## src/rtl/mcfir_pkg.sv

```systemverilog
// shared types and constants of the multichannel fir filter
// no dependencies; used by mcfir_mac and multichannel_fir_filter
package mcfir_pkg;

    localparam int SAMPLE_W          = 16;
    localparam int PROD_W            = 2 * SAMPLE_W;
    localparam int Q15_SHIFT         = 15;
    localparam int NUM_SAMPLE_FIELDS = 4;

    // command codes carried in s_axis_tuser
    localparam int              CMD_W      = 2;
    localparam logic [CMD_W-1:0] CMD_SAMPLE = 2'd0;
    localparam logic [CMD_W-1:0] CMD_WEIGHT = 2'd1;
    localparam logic [CMD_W-1:0] CMD_READ   = 2'd2;

    // input beat layout
    localparam int CHAN_FIELD_W = 2;
    localparam int TAP_FIELD_W  = 5;
    localparam int CHAN_LSB     = NUM_SAMPLE_FIELDS * SAMPLE_W;
    localparam int TAP_LSB      = CHAN_LSB + CHAN_FIELD_W;
    localparam int WEIGHT_LSB   = TAP_LSB + TAP_FIELD_W;
    localparam int S_TDATA_W    = 88;
    localparam int S_TUSER_W    = CMD_W;

    // result beat layout
    localparam int RAW_LSB   = 0;
    localparam int FILT_LSB  = SAMPLE_W;
    localparam int M_TDATA_W = 2 * SAMPLE_W;

    // control that travels with each tap through the mac pipeline
    typedef struct packed {
        logic valid;
        logic first;
        logic last;
    } mcfir_mac_ctrl_t;

endpackage

```

## src/rtl/mcfir_ram.sv

```systemverilog
// simple dual-port synchronous ram, one write and one registered read port
// no dependencies; holds the sample rows and the tap weights
module mcfir_ram #(
    parameter int DEPTH = 32,
    parameter int WIDTH = 16
) (
    input  logic                     aclk,
    input  logic                     wr_en,
    input  logic [$clog2(DEPTH)-1:0] wr_addr,
    input  logic [WIDTH-1:0]         wr_data,
    input  logic                     rd_en,
    input  logic [$clog2(DEPTH)-1:0] rd_addr,
    output logic [WIDTH-1:0]         rd_data
);

    logic [WIDTH-1:0] mem [DEPTH];
    logic [WIDTH-1:0] rd_data_reg;

    always_ff @(posedge aclk) begin
        if (wr_en) begin
            mem[wr_addr] <= wr_data;
        end
        if (rd_en) begin
            rd_data_reg <= mem[rd_addr];
        end
    end

    assign rd_data = rd_data_reg;

endmodule

```

## src/rtl/mcfir_mac.sv

```systemverilog
// shared multiply-accumulate with q15 scaling and 16-bit saturation
// depends on mcfir_pkg for widths and the pipeline control struct
module mcfir_mac #(
    parameter int TAPS = 32
) (
    input  logic                                aclk,
    input  logic                                aresetn,
    input  mcfir_pkg::mcfir_mac_ctrl_t          ctrl_i,
    input  logic signed [mcfir_pkg::SAMPLE_W-1:0] weight_i,
    input  logic signed [mcfir_pkg::SAMPLE_W-1:0] sample_i,
    output logic                                done_o,
    output logic signed [mcfir_pkg::SAMPLE_W-1:0] result_o
);

    localparam int ACC_W = mcfir_pkg::PROD_W + $clog2(TAPS);
    localparam int Q_W   = ACC_W - mcfir_pkg::Q15_SHIFT;
    localparam logic signed [Q_W-1:0] Q_MAX =
        {{(Q_W - mcfir_pkg::Q15_SHIFT){1'b0}}, {mcfir_pkg::Q15_SHIFT{1'b1}}};
    localparam logic signed [Q_W-1:0] Q_MIN =
        {{(Q_W - mcfir_pkg::Q15_SHIFT){1'b1}}, {mcfir_pkg::Q15_SHIFT{1'b0}}};

    mcfir_pkg::mcfir_mac_ctrl_t           p_ctrl_reg;
    logic signed [mcfir_pkg::PROD_W-1:0]  prod_reg;
    logic signed [ACC_W-1:0]              acc_reg;
    logic signed [ACC_W-1:0]              acc_next;
    logic                                 fin_reg;
    logic signed [Q_W-1:0]                q_reg;
    logic signed [Q_W-1:0]                q_next;
    logic [ACC_W-1:0]                     biased;
    logic                                 qv_reg;
    logic signed [mcfir_pkg::SAMPLE_W-1:0] result_reg;
    logic signed [mcfir_pkg::SAMPLE_W-1:0] result_next;
    logic                                 done_reg;

    always_comb begin
        acc_next = (p_ctrl_reg.first ? '0 : acc_reg) + ACC_W'(prod_reg);
        // bias negative sums so the shift truncates toward zero
        biased   = acc_reg + (acc_reg[ACC_W-1] ?
                   ACC_W'((1 << mcfir_pkg::Q15_SHIFT) - 1) : '0);
        q_next   = biased[ACC_W-1:mcfir_pkg::Q15_SHIFT];
        if (q_reg > Q_MAX) begin
            result_next = Q_MAX[mcfir_pkg::SAMPLE_W-1:0];
        end else if (q_reg < Q_MIN) begin
            result_next = Q_MIN[mcfir_pkg::SAMPLE_W-1:0];
        end else begin
            result_next = q_reg[mcfir_pkg::SAMPLE_W-1:0];
        end
    end

    always_ff @(posedge aclk) begin
        if (!aresetn) begin
            p_ctrl_reg <= '0;
            fin_reg    <= 1'b0;
            qv_reg     <= 1'b0;
            done_reg   <= 1'b0;
        end else begin
            p_ctrl_reg <= ctrl_i;
            fin_reg    <= p_ctrl_reg.valid && p_ctrl_reg.last;
            qv_reg     <= fin_reg;
            done_reg   <= qv_reg;
        end
        prod_reg <= weight_i * sample_i;
        if (p_ctrl_reg.valid) begin
            acc_reg <= acc_next;
        end
        if (fin_reg) begin
            q_reg <= q_next;
        end
        if (qv_reg) begin
            result_reg <= result_next;
        end
    end

    assign done_o   = done_reg;
    assign result_o = result_reg;

endmodule

```

## src/rtl/multichannel_fir_filter.sv

```systemverilog
// top level of the multichannel fir filter: command decode, memory sequencer, result register
// depends on mcfir_pkg, mcfir_ram and mcfir_mac
//
//   channel   dir   beat contents
//   s_axis    in    tuser: cmd; tdata: sample_ch0..3, channel, tap_index, weight_value
//   m_axis    out   tdata: raw_value, filtered_value (one beat per read command)
//
// sample and weight beats write the memories on the accept edge
// a read walks all TAPS taps through one multiplier, one ram read each
// after reset a clearing pass zeroes both memories, tready low
// a finished result waits in the output register; sample and weight beats are still taken
// a new read can run meanwhile and holds its result until the output register frees
module multichannel_fir_filter #(
    parameter int TAPS     = 32,
    parameter int CHANNELS = 4
) (
    input  logic                            aclk,
    input  logic                            aresetn,
    input  logic                            s_axis_tvalid,
    output logic                            s_axis_tready,
    // lsb up: sample_ch0, sample_ch1, sample_ch2, sample_ch3, channel, tap_index, weight_value
    input  logic [mcfir_pkg::S_TDATA_W-1:0] s_axis_tdata,
    // cmd
    input  logic [mcfir_pkg::S_TUSER_W-1:0] s_axis_tuser,
    output logic                            m_axis_tvalid,
    input  logic                            m_axis_tready,
    // lsb up: raw_value, filtered_value
    output logic [mcfir_pkg::M_TDATA_W-1:0] m_axis_tdata
);

    localparam int SW     = mcfir_pkg::SAMPLE_W;
    localparam int TA_W   = $clog2(TAPS);
    localparam int IDX_W  = $clog2(TAPS + 1);
    localparam int WDEPTH = CHANNELS * TAPS;
    localparam int WA_W   = $clog2(WDEPTH);
    localparam int CH_W   = (CHANNELS > 1) ? $clog2(CHANNELS) : 1;
    localparam int ROW_W  = CHANNELS * SW;

    typedef enum logic [2:0] {
        ST_CLEAR,
        ST_IDLE,
        ST_RUN,
        ST_WAIT,
        ST_HOLD
    } state_t;

    state_t                      state_reg, state_next;
    logic [WA_W-1:0]             clr_reg, clr_next;
    logic [TA_W-1:0]             wp_reg, wp_next;
    logic [IDX_W-1:0]            idx_reg, idx_next;
    logic [TA_W-1:0]             slot_reg, slot_next;
    logic [CH_W-1:0]             ch_reg, ch_next;
    logic                        oor_reg, oor_next;
    mcfir_pkg::mcfir_mac_ctrl_t  ctrl_issue, ctrl_d1_reg;
    logic                        raw_issue, raw_d1_reg;
    logic [SW-1:0]               raw_reg, raw_next;
    logic                        out_valid_reg, out_valid_next;
    logic [SW-1:0]               out_raw_reg, out_raw_next;
    logic [SW-1:0]               out_filt_reg, out_filt_next;

    // beat fields
    logic [mcfir_pkg::CMD_W-1:0]        cmd;
    logic [SW-1:0]                      samp [mcfir_pkg::NUM_SAMPLE_FIELDS];
    logic [mcfir_pkg::CHAN_FIELD_W-1:0] ch_field;
    logic [mcfir_pkg::TAP_FIELD_W-1:0]  tap_field;
    logic [SW-1:0]                      weight_field;

    logic              s_fire;
    logic              clearing;
    logic              ch_ok, tap_ok;
    logic [CH_W-1:0]   ch_eff;
    logic [TA_W-1:0]   newest;
    logic              last_step;
    logic [TA_W-1:0]   tap_k;
    logic [ROW_W-1:0]  row_wdata;

    logic              s_we, s_re;
    logic [TA_W-1:0]   s_waddr, s_raddr;
    logic [ROW_W-1:0]  s_wdata, s_rdata;
    logic              w_we, w_re;
    logic [WA_W-1:0]   w_waddr, w_raddr;
    logic [SW-1:0]     w_wdata, w_rdata;
    logic [SW-1:0]     lane;
    logic              mac_done;
    logic [SW-1:0]     mac_result;

    always_comb begin
        cmd = s_axis_tuser;
        for (int i = 0; i < mcfir_pkg::NUM_SAMPLE_FIELDS; i++) begin
            samp[i] = s_axis_tdata[i*SW +: SW];
        end
        ch_field     = s_axis_tdata[mcfir_pkg::CHAN_LSB +: mcfir_pkg::CHAN_FIELD_W];
        tap_field    = s_axis_tdata[mcfir_pkg::TAP_LSB +: mcfir_pkg::TAP_FIELD_W];
        weight_field = s_axis_tdata[mcfir_pkg::WEIGHT_LSB +: SW];
    end

    assign s_axis_tready = (state_reg == ST_IDLE);
    assign s_fire        = s_axis_tvalid && s_axis_tready;
    assign clearing      = (state_reg == ST_CLEAR);
    assign ch_ok         = 32'(ch_field) < CHANNELS;
    assign tap_ok        = 32'(tap_field) < TAPS;
    assign ch_eff        = ch_ok ? CH_W'(ch_field) : '0;
    assign newest        = (wp_reg == '0) ? TA_W'(TAPS - 1) : wp_reg - 1'b1;
    assign last_step     = (idx_reg == IDX_W'(TAPS));
    assign tap_k         = last_step ? '0 : idx_reg[TA_W-1:0];

    // channels beyond the four sample fields get zero
    always_comb begin
        for (int c = 0; c < CHANNELS; c++) begin
            row_wdata[c*SW +: SW] = (c < mcfir_pkg::NUM_SAMPLE_FIELDS) ? samp[2'(c)] : '0;
        end
    end

    // memory ports
    always_comb begin
        s_we    = clearing ? (32'(clr_reg) < TAPS) : (s_fire && cmd == mcfir_pkg::CMD_SAMPLE);
        s_waddr = clearing ? TA_W'(clr_reg) : wp_reg;
        s_wdata = clearing ? '0 : row_wdata;
        s_re    = (state_reg == ST_RUN);
        s_raddr = last_step ? newest : slot_reg;

        w_we    = clearing ||
                  (s_fire && cmd == mcfir_pkg::CMD_WEIGHT && ch_ok && tap_ok);
        w_waddr = clearing ? clr_reg : WA_W'(32'(ch_eff) * TAPS + 32'(tap_field));
        w_wdata = clearing ? '0 : weight_field;
        w_re    = (state_reg == ST_RUN);
        w_raddr = WA_W'(32'(ch_reg) * TAPS + 32'(tap_k));
    end

    mcfir_ram #(
        .DEPTH (TAPS),
        .WIDTH (ROW_W)
    ) u_sample_ram (
        .aclk    (aclk),
        .wr_en   (s_we),
        .wr_addr (s_waddr),
        .wr_data (s_wdata),
        .rd_en   (s_re),
        .rd_addr (s_raddr),
        .rd_data (s_rdata)
    );

    mcfir_ram #(
        .DEPTH (WDEPTH),
        .WIDTH (SW)
    ) u_weight_ram (
        .aclk    (aclk),
        .wr_en   (w_we),
        .wr_addr (w_waddr),
        .wr_data (w_wdata),
        .rd_en   (w_re),
        .rd_addr (w_raddr),
        .rd_data (w_rdata)
    );

    assign lane = s_rdata[ch_reg*SW +: SW];

    always_comb begin
        ctrl_issue.valid = (state_reg == ST_RUN) && !last_step;
        ctrl_issue.first = (idx_reg == '0);
        ctrl_issue.last  = (idx_reg == IDX_W'(TAPS - 1));
        raw_issue        = (state_reg == ST_RUN) && last_step;
    end

    mcfir_mac #(
        .TAPS (TAPS)
    ) u_mac (
        .aclk     (aclk),
        .aresetn  (aresetn),
        .ctrl_i   (ctrl_d1_reg),
        .weight_i (w_rdata),
        .sample_i (lane),
        .done_o   (mac_done),
        .result_o (mac_result)
    );

    always_comb begin
        state_next     = state_reg;
        clr_next       = clr_reg;
        wp_next        = wp_reg;
        idx_next       = idx_reg;
        slot_next      = slot_reg;
        ch_next        = ch_reg;
        oor_next       = oor_reg;
        raw_next       = raw_d1_reg ? lane : raw_reg;
        out_valid_next = out_valid_reg && !m_axis_tready;
        out_raw_next   = out_raw_reg;
        out_filt_next  = out_filt_reg;

        case (state_reg)
            ST_CLEAR: begin
                clr_next = clr_reg + 1'b1;
                if (clr_reg == WA_W'(WDEPTH - 1)) begin
                    state_next = ST_IDLE;
                end
            end
            ST_IDLE: begin
                if (s_fire) begin
                    if (cmd == mcfir_pkg::CMD_SAMPLE) begin
                        wp_next = (wp_reg == TA_W'(TAPS - 1)) ? '0 : wp_reg + 1'b1;
                    end else if (cmd == mcfir_pkg::CMD_READ) begin
                        idx_next   = '0;
                        slot_next  = wp_reg;
                        ch_next    = ch_eff;
                        oor_next   = !ch_ok;
                        state_next = ST_RUN;
                    end
                end
            end
            ST_RUN: begin
                idx_next  = idx_reg + 1'b1;
                slot_next = (slot_reg == TA_W'(TAPS - 1)) ? '0 : slot_reg + 1'b1;
                if (last_step) begin
                    state_next = ST_WAIT;
                end
            end
            ST_WAIT: begin
                if (mac_done) begin
                    state_next = ST_HOLD;
                end
            end
            ST_HOLD: begin
                if (!out_valid_reg || m_axis_tready) begin
                    out_valid_next = 1'b1;
                    out_raw_next   = oor_reg ? '0 : raw_reg;
                    out_filt_next  = oor_reg ? '0 : mac_result;
                    state_next     = ST_IDLE;
                end
            end
            default: begin
                state_next = ST_IDLE;
            end
        endcase
    end

    always_ff @(posedge aclk) begin
        if (!aresetn) begin
            state_reg     <= ST_CLEAR;
            clr_reg       <= '0;
            wp_reg        <= '0;
            idx_reg       <= '0;
            slot_reg      <= '0;
            ch_reg        <= '0;
            oor_reg       <= 1'b0;
            ctrl_d1_reg   <= '0;
            raw_d1_reg    <= 1'b0;
            out_valid_reg <= 1'b0;
        end else begin
            state_reg     <= state_next;
            clr_reg       <= clr_next;
            wp_reg        <= wp_next;
            idx_reg       <= idx_next;
            slot_reg      <= slot_next;
            ch_reg        <= ch_next;
            oor_reg       <= oor_next;
            ctrl_d1_reg   <= ctrl_issue;
            raw_d1_reg    <= raw_issue;
            out_valid_reg <= out_valid_next;
        end
        raw_reg      <= raw_next;
        out_raw_reg  <= out_raw_next;
        out_filt_reg <= out_filt_next;
    end

    assign m_axis_tvalid = out_valid_reg;
    assign m_axis_tdata  = {out_filt_reg, out_raw_reg};

endmodule
```

## config.mk

```make
export PLATFORM = sky130hd
export DESIGN_NAME = multichannel_fir_filter
export DESIGN_NICKNAME = d
export VERILOG_FILES = /design/src/rtl/mcfir_pkg.sv /design/src/rtl/mcfir_ram.sv /design/src/rtl/mcfir_mac.sv /design/src/rtl/multichannel_fir_filter.sv
export SDC_FILE = /design/constraint.sdc
export NUM_CORES = 2
export LEC_CHECK = 0
export ABC_AREA = 0
export BUFFER_PORTS_ARGS = -buffer_cell sky130_fd_sc_hd__buf_2
export CORE_MARGIN = 8
export CORE_UTILIZATION = 55
export CTS_CLUSTER_SIZE = 40
export DETAILED_ROUTE_END_ITERATION = 6
export GPL_TIMING_DRIVEN = 0
export PLACE_DENSITY = 0.71
export RECOVER_POWER = 50
export SETUP_SLACK_MARGIN = 0.5
export SLEW_MARGIN = 20
export SYNTH_ARGS = -nofsm -noshare
export SYNTH_HDL_FRONTEND = slang
export SYNTH_SLANG_ARGS = --single-unit
```

## constraint.sdc

```tcl
create_clock -name aclk -period 8.4 [get_ports aclk]
set_input_delay 1.68 -clock aclk [delete_from_list [all_inputs] [get_ports aclk]]
set_output_delay 1.68 -clock aclk [all_outputs]
set_load 0.02 [all_outputs]
```

==> run_results.csv <==
group,metric,value,unit
final_layout,largest_reg_flops,2048,
logic_synthesis,ys_ff_latch,3314,
logic_synthesis,yosysUniqueCellTypes,67,
floorplanning,chipWidth,521,µm
logic_synthesis,synth.area.mux_share,7.26,%
power_and_ir_drop,powerDensity,210,nW/µm²
global_routing,grt_pass1_vias,84500,
sta,grt_setup_unrepaired,"false",
job,cap_viol_max_count,72,
clocking,cts-buffers-inserted,347,
final_layout,fillers,17800,
logic_synthesis,synth-xor-area-share,0.599,%
logic_synthesis,synth_warnings,0,
floorplanning,dieArea,271000,µm²
global_routing,antenna_found_initial,41,
clocking,insertion_delay,1.05,ns
clocking,clock_sinks,3314,
clocking,root_buffer,"clkbuf_16",
final_layout,drive_above_1_share,16.3,%
setup_path,crit_type,"flip-flop to flip-flop",
drt,ant_nets,0,
setup_path,crit_start,"idx_reg[0]",
logic_synthesis,synth_fa_ha_area_share,5.00,%
logic_synthesis,synth_area,140000,µm²
drt,drc,10,
logic_synthesis,postSynthCellCount,8815,
floorplanning,coreArea,254000,µm²
final_layout,stdcell_count,13100,
floorplanning,die_height,521,µm
power_and_ir_drop,ir_drop,226,µV
worst_hold_path,worstHoldPathType,"flip-flop to flip-flop",
final_layout,area_growth,13.5,%
global_routing,grt_max_degree,73,
setup_path,start_kind,"flip-flop",
power_and_ir_drop,p_leak,54.4,nW
sta,tightest_slew,4.21,ns
sta,finalCriticalPeriod,7.96,ns
power_and_ir_drop,seqPwrFrac,53.8,%
floorplanning,pin_count,128,
clocking,cts_hold_buf,0,
clocking,cts_tree,"yes",
drt,totalWireLength,421000,µm
sta,setup_ws,0.438,ns
power_and_ir_drop,netSwitchingPower,6.63,mW
power_and_ir_drop,switching_share,19.8,%
sta,fmax,126,MHz
clocking,htreeDepth,5,
power_and_ir_drop,pwr-share-clk,44.9,%
setup_path,end_kind,"flip-flop",
drt,vias,86000,
floorplanning,floorplan.initialDensity,55.2,%
setup_path,worstPathArrival,8.56,ns
sta,period_share,94.8,%
logic_synthesis,synthFlopType,"edfxtp_1",
logic_synthesis,synth_top_family_by_area,"compound AO/OA/AOI/OAI gates",
logic_synthesis,synth-seq-area-share,70.4,%
sta,maxSlewViolCount,2872,
placed_design,dp.cells,12500,
placed_design,dp_slack,-1.24,ns
logic_synthesis,synth_edf_count,3243,
logic_synthesis,yosys.area_share.simple,6.57,%
drt,vias_per_cell,6.55,
logic_synthesis,synth_compound_area_share,7.65,%
clocking,clk_pin_slew,0.06,ns
logic_synthesis,synth.avg_cell_area,15.9,µm²
power_and_ir_drop,combPwrFrac,1.3,%
floorplanning,fp-row-count,185,
setup_path,crit_fanout,10,
sta,fin_skew,0.119,ns
drt,drt-initial-drc-count,12800,
drt,wire_per_inst,32.1,µm
run_status,outcome,"finished with violations",
global_routing,grt_pass1_wl,597000,µm
sta,max_slew_margin,-180,%
run_status,violations,"DRC, capacitance limit, slew limit",
sta,finalHoldViolCount,0,
power_and_ir_drop,p_int,26.8,mW
final_layout,nets,9975,
worst_hold_path,hold_path.startpoint,"raw_reg[7]",
setup_path,required,9.00,ns
clocking,clock_path_buffers,4,
logic_synthesis,synth_nets,9312,
sta,hold_slack,0.412,ns
sta,final.setup.tns,0,ns
global_routing,grt_usage,30.3,%
setup_path,r2r_start,"idx_reg[0]",
global_routing,grt-ovfl-total,0,
logic_synthesis,async_flop_share,0,%
sta,setup_viol,0,
placed_design,io_buffers,94,
drt,firstDrtPassIters,7,
placed_design,gp_congestion,0.992,
placed_design,dp_hpwl,295000,µm
layout by cell type, fill, tap and decap left out, types with 184 or more instances in the layout:
| master | synthesis | final |
|---|---|---|
| a31oi_1 | 200 | 200 |
| fa_1 | 263 | 263 |
| buf_2 | 131 | 203 |
| nand2_1 | 828 | 828 |
| a21oi_1 | 255 | 254 |
| edfxtp_1 | 3243 | 3243 |
| clkbuf_16 | 0 | 358 |
| mux4_2 | 384 | 384 |
| o21ai_0 | 184 | 184 |
| nor2_1 | 535 | 406 |
| a211oi_1 | 392 | 391 |
| inv_1 | 324 | 324 |
| clkbuf_1 | 351 | 473 |
area by class of cell:
cell class              instances  area, µm²  share of cell area, %
flip-flops and latches       3314      98800                   62.0
multi-input cells            4640      38800                   24.4
clock buffers                 419       9200                   5.78
well taps                    3366       4210                   2.64
repair buffers                314       2900                   1.82
plain buffers                 537       2310                   1.45
clock inverters               182       1700                   1.07
inverters                     324       1220                  0.764
diodes                         36       90.1                 0.0566
timing repair:
item / CTS / global route
gates resized for setup: 32 / 24
buffers inserted: 1 / 5
endpoints found under the setup margin: 19 / 5
pin swaps: 1 / 3
layer usage:
layer / part of all wire, % / up-vias / GRT usage [%]
li1: - / 35300 / -
met3: 14 / 1167 / 10.4
met2: 44 / 5971 / 44.5
met4: 5.5 / 22 / 14.2
met5: 0.13 / - / 0.764
met1: 37 / 43500 / 41.2
worst paths after layout:
path | end | slack, ns | cells past startpoint
setup / recovery | u_weight_ram.rd_data[11] | 0.44 | 15
hold / removal | out_raw_reg[7] | 0.41 | 0
setup reg to reg | u_weight_ram.rd_data[11] | 0.44 | 15
hold reg to reg | out_raw_reg[7] | 0.41 | 0
power groups by stage:
stage	Combinational [mW]	Sequential (mW)	Clock [mW]
finish	0.435	18.0	15.0
detailed placement	0.421	18.3	0
CTS	0.423	18.0	15.0
global placement	0.369	18.3	0
floorplan	0.185	18.3	0
global route	0.442	18.0	15.7
critical path, stage by stage, from the launching register on:
cell       delay (ns)
dfxtp_1          0.44
clkbuf_1         1.45
inv_1            0.38
ha_1             0.35
nor4b_4          0.15
and2_1           0.24
buf_6            0.18
nor2_2           0.22
buf_2            0.52
buf_1            0.87
a31oi_1          0.16
o21ai_0          0.15
nand3_1          0.45
a211oi_1         0.98
a2111oi_1        0.29
or4_1            0.75
per-stage QoR:
step           power (mW)  instance area (µm²)  util, %
6_report             33.4               159000     62.7
5_1_grt              34.1               159000     62.7
2_1_floorplan        18.5               140000        -
3_3_place_gp         18.7               145000     57.1
4_1_cts              33.5               160000     63.0
3_5_place_dp         18.8               149000     58.7
kinds of logic after synthesis:
logic type	Yosys count
adders and majority gates	403
buffers and inverters	861
DFF	3314
AOI/OAI and AO/OA	1583
and+or+nand+nor	2029
xor gates and xnor gates	96
muxes	529
cell usage after synthesis (5+ instances only):
cell type / number / area [µm²]
dfxtp_1: 71 / 1420
nor2b_1: 171 / 1070
a31oi_1: 200 / 1250
o221ai_1: 119 / 1040
and3_1: 11 / 68.8
and2_1: 201 / 1260
a21oi_1: 255 / 1280
a31o_2: 66 / 578
xor2_1: 28 / 245
nand3b_1: 16 / 120
inv_1: 324 / 1220
buf_4: 5 / 37.5
xnor2_1: 68 / 596
mux4_2: 384 / 8650
o31ai_1: 10 / 75.1
buf_2: 131 / 656
mux2_2: 64 / 721
clkbuf_1: 351 / 1320
fa_1: 263 / 5270
mux2i_1: 81 / 811
nor3_1: 21 / 105
nor2_1: 535 / 2010
a211oi_1: 392 / 2940
edfxtp_1: 3243 / 97400
a2111oi_0: 67 / 587
or4_1: 16 / 120
nand2_1: 828 / 3110
buf_1: 42 / 158
o21ai_1: 27 / 135
o21ai_0: 184 / 921
o211ai_1: 34 / 255
nand3_1: 101 / 505
or3_1: 80 / 500
nand4_1: 10 / 62.6
a21o_1: 34 / 255
o22ai_1: 131 / 820
buf_6: 8 / 90.1
nand2b_1: 13 / 81.3
ha_1: 140 / 1750
or2_2: 9 / 56.3
o221ai_2: 9 / 135
o21a_1: 22 / 165
o21bai_1: 8 / 60.1
Note: power is estimated with default switching activity, not from simulation.
